<file path="src/hdl/dcsp_pkg.sv">
// Package for the DIMACS CNF stream parser: parse mode codes, event and
// error codes, character constants and the result status type.
// No dependencies.
package dcsp_pkg;

	// Parse modes, held in a plain 3-bit state vector.
	localparam logic [2:0] MODE_LINE_START = 3'd0;
	localparam logic [2:0] MODE_CLAUSE     = 3'd1;
	localparam logic [2:0] MODE_LITERAL    = 3'd2;
	localparam logic [2:0] MODE_SKIP       = 3'd3;
	localparam logic [2:0] MODE_ERROR      = 3'd4;

	// Input request kinds.
	localparam logic KIND_CHAR = 1'b0;
	localparam logic KIND_END  = 1'b1;

	// Result event kinds.
	localparam logic [1:0] EV_LITERAL    = 2'd0;
	localparam logic [1:0] EV_CLAUSE_END = 2'd1;
	localparam logic [1:0] EV_ERROR      = 2'd2;
	localparam logic [1:0] EV_END_DONE   = 2'd3;

	// Error codes.
	localparam logic [1:0] ERR_NONE       = 2'd0;
	localparam logic [1:0] ERR_UNEXPECTED = 2'd1;
	localparam logic [1:0] ERR_FULL       = 2'd2;
	localparam logic [1:0] ERR_OVERFLOW   = 2'd3;

	// ASCII characters the parser recognizes.
	localparam logic [7:0] CHAR_ZERO  = 8'h30;
	localparam logic [7:0] CHAR_NINE  = 8'h39;
	localparam logic [7:0] CHAR_MINUS = 8'h2d;
	localparam logic [7:0] CHAR_LF    = 8'h0a;
	localparam logic [7:0] CHAR_TAB   = 8'h09;
	localparam logic [7:0] CHAR_SPACE = 8'h20;
	localparam logic [7:0] CHAR_LC_C  = 8'h63;
	localparam logic [7:0] CHAR_LC_P  = 8'h70;

	// Width of the magnitude accumulator; larger magnitudes are flagged.
	localparam int MAG_W = 31;

	// Status fields of one result.
	typedef struct packed {
		logic [1:0] event_kind;
		logic [1:0] error_code;
		logic       parse_ok;
		logic       partial_dropped;
	} status_t;

endpackage

</file>
<file path="src/hdl/dcsp_core.sv">
// Parser state registers and the combinational next-state and result logic.
// Depends on dcsp_pkg.
module dcsp_core #(
	parameter int MAX_CLAUSE_LITERALS = 32,
	parameter int LEN_W = 6
) (
	input  logic                 clk,
	input  logic                 arst_n,
	input  logic                 item_valid,
	input  logic                 advance,
	input  logic                 kind,
	input  logic [7:0]           text_byte,
	output logic                 res_valid,
	output dcsp_pkg::status_t    status,
	output logic signed [31:0]   literal_value,
	output logic [LEN_W-1:0]     clause_length
);
	import dcsp_pkg::*;

	logic [2:0]       mode_q, mode_d;
	logic             neg_q, neg_d;
	logic [MAG_W-1:0] acc_q, acc_d;
	logic [LEN_W-1:0] count_q, count_d;
	logic             ovf_q, ovf_d;

	logic             is_digit;
	logic [3:0]       digit;
	logic [MAG_W+3:0] acc_next;
	logic [31:0]      lit_mag;
	logic             has_res;

	assign is_digit = (text_byte >= CHAR_ZERO) && (text_byte <= CHAR_NINE);
	assign digit    = 4'(text_byte - CHAR_ZERO);
	// Multiply by ten as two shifts, then add the new digit.
	assign acc_next = {acc_q, 3'b000} + {2'b00, acc_q, 1'b0} + (MAG_W+4)'(digit);
	assign lit_mag  = {1'b0, acc_q};

	always_comb begin
		mode_d        = mode_q;
		neg_d         = neg_q;
		acc_d         = acc_q;
		count_d       = count_q;
		ovf_d         = ovf_q;
		has_res       = 1'b0;
		status        = '0;
		literal_value = '0;
		clause_length = '0;

		if (kind == KIND_END) begin
			has_res                = 1'b1;
			status.event_kind      = EV_END_DONE;
			status.parse_ok        = (mode_q != MODE_ERROR);
			status.partial_dropped = (mode_q == MODE_CLAUSE) || (mode_q == MODE_LITERAL);
			mode_d  = MODE_LINE_START;
			neg_d   = 1'b0;
			acc_d   = '0;
			count_d = '0;
			ovf_d   = 1'b0;
		end else begin
			case (mode_q)
				MODE_LINE_START: begin
					if (text_byte == CHAR_LC_C || text_byte == CHAR_LC_P) begin
						mode_d = MODE_SKIP;
					end else if (text_byte == CHAR_ZERO) begin
						// A lone zero on a fresh line is an empty clause.
						count_d           = '0;
						has_res           = 1'b1;
						status.event_kind = EV_CLAUSE_END;
					end else if (text_byte == CHAR_MINUS || is_digit) begin
						count_d = '0;
						mode_d  = MODE_LITERAL;
						ovf_d   = 1'b0;
						neg_d   = (text_byte == CHAR_MINUS);
						acc_d   = (text_byte == CHAR_MINUS) ? '0 : MAG_W'(digit);
					end
				end
				MODE_CLAUSE: begin
					if (text_byte == CHAR_ZERO) begin
						has_res           = 1'b1;
						status.event_kind = EV_CLAUSE_END;
						clause_length     = count_q;
						count_d           = '0;
						mode_d            = MODE_LINE_START;
					end else if (text_byte == CHAR_MINUS || is_digit) begin
						mode_d = MODE_LITERAL;
						ovf_d  = 1'b0;
						neg_d  = (text_byte == CHAR_MINUS);
						acc_d  = (text_byte == CHAR_MINUS) ? '0 : MAG_W'(digit);
					end else if (text_byte != CHAR_LF && text_byte != CHAR_TAB &&
							text_byte != CHAR_SPACE) begin
						has_res           = 1'b1;
						status.event_kind = EV_ERROR;
						status.error_code = ERR_UNEXPECTED;
						mode_d            = MODE_ERROR;
					end
				end
				MODE_LITERAL: begin
					if (is_digit) begin
						// Keep the last in-range magnitude once the limit is passed.
						if (acc_next[MAG_W+3:MAG_W] != '0) begin
							ovf_d = 1'b1;
						end else begin
							acc_d = acc_next[MAG_W-1:0];
						end
					end else if (ovf_q) begin
						has_res           = 1'b1;
						status.event_kind = EV_ERROR;
						status.error_code = ERR_OVERFLOW;
						mode_d            = MODE_ERROR;
					end else if (count_q >= LEN_W'(MAX_CLAUSE_LITERALS)) begin
						has_res           = 1'b1;
						status.event_kind = EV_ERROR;
						status.error_code = ERR_FULL;
						mode_d            = MODE_ERROR;
					end else begin
						has_res           = 1'b1;
						status.event_kind = EV_LITERAL;
						literal_value     = neg_q ? -lit_mag : lit_mag;
						count_d           = count_q + LEN_W'(1);
						mode_d            = MODE_CLAUSE;
						neg_d             = 1'b0;
						acc_d             = '0;
					end
				end
				MODE_SKIP: begin
					if (text_byte == CHAR_LF) begin
						mode_d = MODE_LINE_START;
					end
				end
				default: begin
					// Error mode: bytes are dropped until the end of text.
				end
			endcase
		end
	end

	assign res_valid = item_valid && has_res;

	always_ff @(posedge clk or negedge arst_n) begin
		if (!arst_n) begin
			mode_q  <= MODE_LINE_START;
			neg_q   <= 1'b0;
			acc_q   <= '0;
			count_q <= '0;
			ovf_q   <= 1'b0;
		end else if (advance) begin
			mode_q  <= mode_d;
			neg_q   <= neg_d;
			acc_q   <= acc_d;
			count_q <= count_d;
			ovf_q   <= ovf_d;
		end
	end

endmodule

</file>
<file path="src/hdl/dimacs_cnf_stream_parser.sv">
// Top level of the DIMACS CNF stream parser: input register, parser core and
// result register on stream handshakes. Depends on dcsp_pkg and dcsp_core.

// The parser takes DIMACS CNF text one byte per request on the slave side
// (tuser = 0 with the character in tdata) and an end-of-text marker as a
// request with tuser = 1. It sustains one request per clock cycle unless a
// result waits on a stalled master side. A request's result is formed in the
// input register and loaded into the result register, where it can be taken;
// the request waits in the input register while its result cannot be loaded.
// The rate rests on the parser state (mode, sign, magnitude, clause count)
// read and rewritten per byte, so each byte sees the state its predecessor
// left. Comment and problem lines are skipped to the newline and the problem
// line is not checked. A literal is reported when any non-digit ends it; that
// character is consumed. A zero in clause position reports a clause end with
// the literal count, and a zero at line start reports an empty clause.
// Magnitudes above 2147483647 give a literal overflow error rather than
// wrapping, and a literal beyond MAX_CLAUSE_LITERALS in one clause gives a
// clause full error. After any error the parser ignores text until the
// end-of-text request, which always yields a summary result and re-arms the
// parser. Bytes that cause no result produce nothing on the master side. The
// input side keeps taking requests while a finished result waits, as long as
// the byte in the input register produces no result or the result register
// is free or being read.
module dimacs_cnf_stream_parser #(
	parameter int MAX_CLAUSE_LITERALS = 32
) (
	input  logic        clk,
	input  logic        arst_n,
	input  logic        s_axis_tvalid,
	output logic        s_axis_tready,
	input  logic [7:0]  s_axis_tdata,  // [7:0] text_byte
	input  logic        s_axis_tuser,  // [0] kind
	output logic        m_axis_tvalid,
	input  logic        m_axis_tready,
	// [31:0] literal_value, then clause_length, error_code, parse_ok,
	// partial_dropped, then zero fill up to a whole byte
	output logic [((32+$clog2(MAX_CLAUSE_LITERALS+1)+4+7)/8)*8-1:0] m_axis_tdata,
	output logic [1:0]  m_axis_tuser   // [1:0] event_kind
);
	import dcsp_pkg::*;

	localparam int LEN_W   = $clog2(MAX_CLAUSE_LITERALS + 1);
	localparam int FIELD_W = 32 + LEN_W + 4;
	localparam int OUT_W   = ((FIELD_W + 7) / 8) * 8;

	// Input register.
	logic       valid_s1;
	logic       kind_s1;
	logic [7:0] byte_s1;

	// Result register.
	logic                m_valid_q;
	status_t             status_q;
	logic signed [31:0]  literal_q;
	logic [LEN_W-1:0]    length_q;

	// Core outputs.
	logic                res_valid;
	status_t             res_status;
	logic signed [31:0]  res_literal;
	logic [LEN_W-1:0]    res_length;

	logic s_fire;
	logic fire_s1;

	// The byte in the input register moves on when it makes no result or the
	// result register can take one this cycle.
	assign fire_s1       = valid_s1 && (!res_valid || !m_valid_q || m_axis_tready);
	assign s_axis_tready = !valid_s1 || fire_s1;
	assign s_fire        = s_axis_tvalid && s_axis_tready;

	always_ff @(posedge clk or negedge arst_n) begin
		if (!arst_n) begin
			valid_s1 <= 1'b0;
		end else begin
			valid_s1 <= s_fire || (valid_s1 && !fire_s1);
		end
	end

	always_ff @(posedge clk) begin
		if (s_fire) begin
			kind_s1 <= s_axis_tuser;
			byte_s1 <= s_axis_tdata;
		end
	end

	dcsp_core #(
		.MAX_CLAUSE_LITERALS(MAX_CLAUSE_LITERALS),
		.LEN_W(LEN_W)
	) u_core (
		.clk          (clk),
		.arst_n       (arst_n),
		.item_valid   (valid_s1),
		.advance      (fire_s1),
		.kind         (kind_s1),
		.text_byte    (byte_s1),
		.res_valid    (res_valid),
		.status       (res_status),
		.literal_value(res_literal),
		.clause_length(res_length)
	);

	always_ff @(posedge clk or negedge arst_n) begin
		if (!arst_n) begin
			m_valid_q <= 1'b0;
		end else if (fire_s1 && res_valid) begin
			m_valid_q <= 1'b1;
		end else if (m_axis_tready) begin
			m_valid_q <= 1'b0;
		end
	end

	always_ff @(posedge clk) begin
		if (fire_s1 && res_valid) begin
			status_q  <= res_status;
			literal_q <= res_literal;
			length_q  <= res_length;
		end
	end

	assign m_axis_tvalid = m_valid_q;
	assign m_axis_tuser  = status_q.event_kind;
	assign m_axis_tdata  = OUT_W'({status_q.partial_dropped, status_q.parse_ok,
		status_q.error_code, length_q, literal_q});

	// A new result is never loaded over one that is still waiting.
	assert property (@(posedge clk) disable iff (!arst_n)
		(fire_s1 && res_valid) |-> (!m_valid_q || m_axis_tready))
		else $error("result register overwritten while stalled");

	// An error result always carries a nonzero error code.
	assert property (@(posedge clk) disable iff (!arst_n)
		(m_valid_q && status_q.event_kind == EV_ERROR) |-> (status_q.error_code != ERR_NONE))
		else $error("error result without an error code");

	// A literal result carries no clause length, error or summary flags.
	assert property (@(posedge clk) disable iff (!arst_n)
		(m_valid_q && status_q.event_kind == EV_LITERAL) |->
		(length_q == '0 && status_q.error_code == ERR_NONE &&
		!status_q.parse_ok && !status_q.partial_dropped))
		else $error("literal result with stray status fields");

	// A reported clause never holds more literals than the limit.
	assert property (@(posedge clk) disable iff (!arst_n)
		(m_valid_q && status_q.event_kind == EV_CLAUSE_END) |->
		(length_q <= LEN_W'(MAX_CLAUSE_LITERALS)))
		else $error("clause length above limit");

endmodule
</file>
<file path="config.mk">
export PLATFORM = sky130hd
export DESIGN_NAME = dimacs_cnf_stream_parser
export DESIGN_NICKNAME = d
export VERILOG_FILES = /design/src/hdl/dcsp_pkg.sv /design/src/hdl/dcsp_core.sv /design/src/hdl/dimacs_cnf_stream_parser.sv
export SDC_FILE = /design/constraint.sdc
export NUM_CORES = 1
export LEC_CHECK = 0
export BUFFER_PORTS_ARGS = -buffer_cell sky130_fd_sc_hd__clkbuf_2
export CELL_PAD_IN_SITES_DETAIL_PLACEMENT = 0
export CELL_PAD_IN_SITES_GLOBAL_PLACEMENT = 1
export CORE_UTILIZATION = 40
export CTS_BUF_LIST = sky130_fd_sc_hd__clkbuf_4 sky130_fd_sc_hd__clkbuf_8 sky130_fd_sc_hd__clkbuf_16
export CTS_CLUSTER_SIZE = 30
export DETAILED_ROUTE_END_ITERATION = 12
export HOLD_SLACK_MARGIN = 0.08
export PLACE_DENSITY = 0.75
export SLEW_MARGIN = 20
export SYNTH_ARGS = -nofsm -noshare
export SYNTH_HDL_FRONTEND = slang
export SYNTH_SLANG_ARGS = --single-unit
export TNS_END_PERCENT = 20
</file>
<file path="constraint.sdc">
create_clock -name clk -period 11.5 [get_ports clk]
set_clock_uncertainty 0.2 [all_clocks]
set_input_delay 1.15 -clock clk [delete_from_list [all_inputs] [get_ports clk]]
set_output_delay 1.15 -clock clk [all_outputs]
set_load 0.05 [all_outputs]
</file>
==> results of run 1 <==
==> logic make-up after synthesis <==
group                    count (synthesis)
AND/OR/NAND/NOR                        232
AO/OA/AOI/OAI                          208
buffers and inverters                   61
other                                    1
flip-flops                              97
adder cells (fa/ha/maj)                 66
multiplexers                             7
XOR/XNOR                                55
==> through the flow <==
stage          utilization  instances  setup slack [ns]
6_report             0.450        998              6.57
5_1_grt              0.450        998              6.21
4_1_cts              0.450        998              6.53
3_5_place_dp         0.433        982              6.53
3_3_place_gp         0.433        982              6.80
2_1_floorplan            -        732              7.25
==> synth_stat cells (4+ instances only) <==
| library cell | count | share of area |
|---|---|---|
| sky130_fd_sc_hd__a21o_1 | 10 | 0.011 |
| sky130_fd_sc_hd__a21oi_1 | 56 | 0.040 |
| sky130_fd_sc_hd__a22o_1 | 24 | 0.030 |
| sky130_fd_sc_hd__a31oi_1 | 11 | 0.0098 |
| sky130_fd_sc_hd__and2_1 | 11 | 0.0098 |
| sky130_fd_sc_hd__and3_1 | 8 | 0.0071 |
| sky130_fd_sc_hd__buf_2 | 12 | 0.0085 |
| sky130_fd_sc_hd__buf_4 | 8 | 0.0085 |
| sky130_fd_sc_hd__clkbuf_1 | 13 | 0.0069 |
| sky130_fd_sc_hd__dfrtp_1 | 44 | 0.16 |
| sky130_fd_sc_hd__edfxtp_1 | 53 | 0.23 |
| sky130_fd_sc_hd__ha_1 | 64 | 0.11 |
| sky130_fd_sc_hd__inv_1 | 23 | 0.012 |
| sky130_fd_sc_hd__mux2i_1 | 5 | 0.0071 |
| sky130_fd_sc_hd__nand2_1 | 51 | 0.027 |
| sky130_fd_sc_hd__nand2b_1 | 13 | 0.012 |
| sky130_fd_sc_hd__nand3_1 | 16 | 0.011 |
| sky130_fd_sc_hd__nand4_1 | 5 | 0.0044 |
| sky130_fd_sc_hd__nor2_1 | 61 | 0.033 |
| sky130_fd_sc_hd__nor2b_1 | 8 | 0.0071 |
| sky130_fd_sc_hd__nor3_1 | 18 | 0.013 |
| sky130_fd_sc_hd__nor3b_1 | 5 | 0.0053 |
| sky130_fd_sc_hd__o211ai_1 | 7 | 0.0075 |
| sky130_fd_sc_hd__o21ai_0 | 35 | 0.025 |
| sky130_fd_sc_hd__o21ai_1 | 5 | 0.0036 |
| sky130_fd_sc_hd__o21bai_1 | 4 | 0.0043 |
| sky130_fd_sc_hd__o31ai_1 | 12 | 0.013 |
| sky130_fd_sc_hd__or3b_1 | 4 | 0.0050 |
| sky130_fd_sc_hd__or4_1 | 4 | 0.0043 |
| sky130_fd_sc_hd__xnor2_1 | 23 | 0.029 |
| sky130_fd_sc_hd__xor2_1 | 32 | 0.040 |
==> sequential cells by signal, indices dropped and copies added (netlist names) <==
register	count
byte_s1	8
u_core.mode_q	3
u_core.ovf_q	1
literal_q	32
m_axis_tuser	2
valid_s1	1
kind_s1	1
u_core.acc_q	31
m_axis_tdata	4
u_core.neg_q	1
length_q	6
u_core.count_q	6
m_axis_tvalid	1
==> worst min-delay path by stage <==
stage,to,slack (ns),depth (start not counted),start
after floorplan,u_core.count_q[4],0.26,1,u_core.count_q[4]
after global placement,u_core.count_q[4],0.29,1,u_core.count_q[4]
after detailed placement,u_core.count_q[4],0.31,1,u_core.count_q[4]
after CTS,u_core.count_q[4],0.33,1,u_core.count_q[4]
after global routing,u_core.count_q[4],0.36,1,u_core.count_q[4]
final,u_core.count_q[4],0.34,1,u_core.count_q[4]
==> worst max-delay path: cells and delay by family (launching register included) <==
family / cells / cell delay (ns)
compound gates: 6 / 1.95
fa+ha+maj: 2 / 0.99
buf+inv: 2 / 0.49
flops: 1 / 0.55
mux: 1 / 0.21
simple gates: 2 / 0.46
==> area by class of cell <==
class                   count  area (sq um)  share of cell area
multi-input cells         574          4080               0.525
flip-flops and latches     97          2690               0.347
repair buffers             63           328              0.0423
well taps                 225           282              0.0363
clock buffers               9           225              0.0290
inverters                  23          86.3              0.0111
clock inverters             7          67.6             0.00871
==> power by group <==
part / leakage, uW / internal [uW] / switching, uW
clock: 0.000143 / 154 / 150
sequential: 0.00111 / 442 / 51.3
combinational: 0.00218 / 152 / 384
==> metal layers <==
metal | GRT usage | up-vias
li1 | - | 2767
met1 | 0.268 | 2738
met2 | 0.297 | 129
met3 | 0.0259 | 18
met4 | 0.0605 | 0
met5 | 0 | -
==> impl_summary.txt, run 1 <==
----------------------------------------------------
[Run status]
  Result of the run ... finished, final reports clean

[Global route]
  Via count of the first global-routing pass ... 5398
  Overall fraction of global-route tracks in use ... 0.189
  Antenna violations before repair ... 0
  GR Overflow Total ... 0
  Maximum number of pins on one net before global-route repair ... 45
  First-pass GRT wire length ... 27300 um

[Floorplanning]
  Cell row count ... 48
  Initial cell density of the core ... 0.408
  Die X-Extent ... 135 um
  Die height ... 135 um
  Core Area ... 17200 sq um
  Die area ... 18100 sq um
  Number of I/O pins ... 65

[Layout]
  Final #Nets ... 847
  Highest-count cells in the layout ignoring fill and taps ... sky130_fd_sc_hd__ha_1, sky130_fd_sc_hd__nor2_1, sky130_fd_sc_hd__clkbuf_2
  Layout Area Growth over Synthesis ... 10.2%
  N_diodes ... 0
  Number of fillers in the final layout ... 1651
  Share of cells above drive strength 1 ... 0.133
  Layout Cell Area excl Fill ... 7760 sq um
  Commonest non-fill, non-tap cell in the layout ... sky130_fd_sc_hd__ha_1

[Route]
  Post-route met1 wirelength ... 8080 um
  Number of remaining DRC errors ... 0
  Antenna Violating Nets Remaining ... 0
  Count of vias placed by the detailed router ... 5652
  Final WL ... 16500 um
  Top Layer Used ... met4
  TritonRoute pass-1 iters ... 7
  DRT iter0 DRCs ... 338
  Wire length on met2 ... between 7000 and 8000 um
  Total met3 wirelength after detailed routing ... 590 um
  DR WL/cell ... approximately 17 um
  Routed vias/inst ... 5.66

[Synth]
  Cell count after synthesis ... 727
  Top_reg_cell synth ... sky130_fd_sc_hd__edfxtp_1
  Basic-gate share of the synthesized area counting and, or, nand and nor cells ... 0.174
  Main combinational cell family by area after synthesis ... compound AO/OA/AOI/OAI gates
  Number of different library cells in the post-synthesis netlist ... slightly above 80
  Adder and majority cell fraction of the synthesized area ... 0.119
  Sequential fraction of the synthesis area ... 0.383
  Netlist Area Pre-Place ... about 7000 sq um
  Number of flops mapped to enable cells by yosys ... 53
  Yosys warnings ... 0
  Xor/xnor cell area share of the yosys netlist ... 0.0684
  Async set-reset flop share out of synthesis ... 0.454
  Share of cell area taken by muxes after synthesis ... 0.0103
  Synth Area per Inst ... around 9.7 sq um
  Compound-Gate Fraction of Synth Area ... 0.203
  Number of flip-flops and latches in the synthesized netlist ... 97

[Clock network]
  Sink Count ... 97
  Post-cts resize count ... 0
  Clock network latency to the later pin of the worst-skew pair ... 0.36 ns
  CTS Root Cell ... sky130_fd_sc_hd__clkbuf_16
  Setup Buffers After CTS ... 0
  Clock tree from TritonCTS ... built
  Maximum buffer depth of the clock tree ... 2
  H-tree lvl count ... 3
  CTS clk-pin slew, worst paths ... 0.08 ns
  Number of clock buffers inserted by TritonCTS ... 9
  Number of buffers inserted by hold repair at cts ... 0

[Timing]
  Hold Worst Slack ... approximately 0.34 ns
  Final Max Tran Viols ... 0
  Setup_tns ... 0 ns
  Number of hold violations in the final report ... 0
  Final worst path period need ... about 4.9 ns
  Final period utilization ... 0.429
  # setup viols final ... 0
  Unrepaired setup endpoints after global routing ... no
  Normalized max-slew margin ... 0.218
  Max frequency ... 203 MHz
  Slew @ Worst Pin ... between 1 and 1.5 ns

[Worst setup path]
  Sort of element at the start of the critical path ... flip-flop
  Worst-path cell with the longest stage delay ... sky130_fd_sc_hd__o21bai_2
  Data arrival time of the critical path ... around 5 ns
  Critical path capture point type ... flip-flop
  Capture point of the critical path ... u_core.acc_q[0]
  Required time at the endpoint of the critical path ... between 10 and 15 ns
  Number of cells on the worst reg-to-reg path ... 13
  Most prevalent standard cell on the critical path ... sky130_fd_sc_hd__fa_1
  Largest incremental delay on the critical path ... 0.59 ns
  Worst reg2reg startpoint ... byte_s1[3]
  Type of the worst setup path ... reg2reg
  Cells traversed along the worst timing path ... inv_1 > fa_1 > fa_1 > nand2b_1 > a21oi_1 > o2111a_1 > o21ai_1 > a2111oi_2 > o2111ai_1 > and4_4 > o21bai_2 > buf_4 > mux2i_1
  Largest driver fanout on the critical path ... 17
  Flop2flop setup slack ... 6.57 ns
  Crit. Startpoint ... byte_s1[3]
  Critical R2R Capture ... u_core.acc_q[0]

[Worst hold path]
  Class of the tightest hold or removal check ... reg2reg

[Power and ir drop]
  Leakage power figure ... roughly 0.0034 uW
  Total power ... roughly 1300 uW
  Cell Pwr Density ... 172 nW/um^2
  Worst ir drop on vdd ... 0.0000968 V

[Place]
  Global placer's final weighted congestion ... 0.865
  Total placed instance area ... 7460 sq um
  Placed wire-length estimate ... 12500 um
  I/O Buffers ... 58

[Flow run]
  Max Cap Viol ... 0

----------------------------------------------------
Note: power is estimated with default switching activity, not from simulation.
==> run 2, diff against run 1 <==
==> constraint.sdc (replaced) <==
create_clock -name clk -period 4.8 [get_ports clk]
set_clock_uncertainty 0.2 [all_clocks]
set_input_delay 0.48 -clock clk [delete_from_list [all_inputs] [get_ports clk]]
set_output_delay 0.48 -clock clk [all_outputs]
set_load 0.05 [all_outputs]
==> impl_summary.txt, run 2 (synthesis results as in run 1) <==
----------------------------------------------------
[Run status]
  Result of the run ... finished, final reports clean

[Layout]
  Max FFs per register ... 32
  Utilization of the core after routing ... 0.453
  Share of cells above drive strength 1 ... 0.136
  Register area ... 2690 sq um
  N_diodes ... 0
  Largest registers ... literal_q: 32 flops, u_core.acc_q: 31 flops, byte_s1: 8 flops
  Layout Area Growth over Synthesis ... 10.9%
  Highest-count cells in the layout ignoring fill and taps ... sky130_fd_sc_hd__ha_1, sky130_fd_sc_hd__nor2_1, sky130_fd_sc_hd__clkbuf_2
  Area of combinational cells with multiple inputs ... 4080 sq um
  Number of fillers in the final layout ... 1681
  Commonest non-fill, non-tap cell in the layout ... sky130_fd_sc_hd__ha_1
  Register ranked first by flip-flop count ... literal_q
  Final #Nets ... between 800 and 900

[Worst hold path]
  Class of the tightest hold or removal check ... in2reg
  Hold Startpoint ... s_axis_tdata[6]
  Worst min-delay path endpoint ... byte_s1[6]
  Worst hold path cell count ... 1

[Timing]
  Number of hold violations in the final report ... 0
  Final worst path period need ... 4.13 ns
  Max frequency ... 242 MHz
  Final period utilization ... 0.860
  Unrepaired setup endpoints after global routing ... no
  Normalized max-slew margin ... 0.278
  Setup_tns ... 0 ns
  Final Max Tran Viols ... 0
  Slew @ Worst Pin ... 1.08 ns
  # setup viols final ... 0

[Worst setup path]
  Critical path capture point type ... flip-flop
  Critical R2R Capture ... u_core.acc_q[0]
  Required time at the endpoint of the critical path ... ~4.9 ns
  Crit. Startpoint ... u_core.acc_q[0]
  Data arrival time of the critical path ... roughly 4.2 ns
  Sort of element at the start of the critical path ... flip-flop
  Number of cells on the worst reg-to-reg path ... 13
  Worst reg2reg startpoint ... u_core.acc_q[0]
  Largest driver fanout on the critical path ... 17
  Flop2flop setup slack ... ~0.67 ns
  Type of the worst setup path ... reg2reg

[Clock network]
  Maximum buffer depth of the clock tree ... 2
  Number of clock buffers inserted by TritonCTS ... 9
  CTS Root Cell ... sky130_fd_sc_hd__clkbuf_16
  Sink Count ... 97
  Clock network latency to the later pin of the worst-skew pair ... 0.36 ns
  Clock tree from TritonCTS ... built
  H-tree lvl count ... 3
  CTS clk-pin slew, worst paths ... 0.07 ns
  Post-cts resize count ... 0
  Setup Buffers After CTS ... 0

[Route]
  Number of remaining DRC errors ... 0
  Final WL ... 16800 um
  Routed vias/inst ... between 5 and 6
  TritonRoute pass-1 iters ... 7
  Antenna Violating Nets Remaining ... 0
  DR WL/cell ... 16.7 um
  DRT iter0 DRCs ... 388
  Count of vias placed by the detailed router ... between 5000 and 6000

[Floorplanning]
  Die area ... 18100 sq um
  Initial cell density of the core ... 0.408
  Number of I/O pins ... 65
  Die height ... 135 um
  Die X-Extent ... ~130 um
  Cell row count ... 48
  Core Area ... 17200 sq um

[Place]
  Global placer's final weighted congestion ... 0.865
  Placed wire-length estimate ... 12600 um
  I/O Buffers ... 58

[Global route]
  Overall fraction of global-route tracks in use ... 0.190
  Maximum number of pins on one net before global-route repair ... between 40 and 50
  Via count of the first global-routing pass ... 5332
  Antenna violations before repair ... 0
  First-pass GRT wire length ... 27500 um
  GR Overflow Total ... 0

[Power and ir drop]
  Worst ir drop on vdd ... roughly 0.00025 V
  Leakage power figure ... between 0.003 and 0.004 uW
  Cell Pwr Density ... 414 nW/um^2

[Flow run]
  Max Cap Viol ... 0

----------------------------------------------------
-- run 2: critical path, cell delays in order (launching register included) --
cell and delay [ns]:
sky130_fd_sc_hd__dfrtp_1 0.40, sky130_fd_sc_hd__inv_1 0.15, sky130_fd_sc_hd__fa_1 0.49, sky130_fd_sc_hd__fa_1 0.45
sky130_fd_sc_hd__nand2b_1 0.19, sky130_fd_sc_hd__a21oi_1 0.20, sky130_fd_sc_hd__o2111a_1 0.29, sky130_fd_sc_hd__o21ai_1 0.15
sky130_fd_sc_hd__a2111oi_2 0.44, sky130_fd_sc_hd__o2111ai_1 0.22, sky130_fd_sc_hd__and4_4 0.26, sky130_fd_sc_hd__o21bai_2 0.15
sky130_fd_sc_hd__buf_4 0.26, sky130_fd_sc_hd__mux2i_1 0.20
-- run 2: cell type report --
cell class                 instances  area share
clock buffer                      10      0.0298
clock inverter                     6     0.00850
inverter                          23      0.0111
multi-input combinational        574       0.522
sequential                        97       0.345
tap                              225      0.0361
timing repair buffer              68      0.0471
-- run 2: how the worst max path moves through the flow --
stage / end / slack [ns] / cells after the start
after global routing: u_core.acc_q[0] / 0.36 / 13
after global placement: u_core.acc_q[0] / 0.82 / 13
after CTS: u_core.acc_q[0] / 0.64 / 13
after floorplan: length_q[0] / 0.55 / 6
final: u_core.acc_q[0] / 0.67 / 13
after detailed placement: u_core.acc_q[0] / 0.66 / 13
-- run 2: timing repair --
item                       4_1_cts  5_1_grt
hold buffers                     1        0
hold endpoints to repair        44        0
setup endpoints to repair        0        0
-- run 2: power breakdown --
part	internal [uW]	switching, uW	leakage [uW]
Clock	411	333	0.000140
Combinational	370	936	0.00220
Sequential	1060	119	0.00111
Total	1840	1390	0.00346
-- run 2: stage by stage --
step                      area, sq um  total power (uW)  setup WS, ns  cells  hold WS (ns)
after floorplan                  7060              2180         0.547    732       -0.0156
final                            7800              3230         0.673   1003        0.0894
after detailed placement         7490              2500         0.656    986         0.291
after global routing             7800              3410         0.357   1003        0.0858
after CTS                        7800              3240         0.638   1003        0.0831
after global placement           7490              2480         0.816    986         0.292
-- run 2: per-layer routing --
| layer | GRT usage | up-vias | wire length (um) |
|---|---|---|---|
| li1 | - | 2783 | - |
| met1 | 0.275 | 2752 | 8390 |
| met2 | 0.292 | 163 | 7430 |
| met3 | 0.0203 | 16 | 620 |
| met4 | 0.0712 | 0 | 331 |
| met5 | 0 | - | 0 |
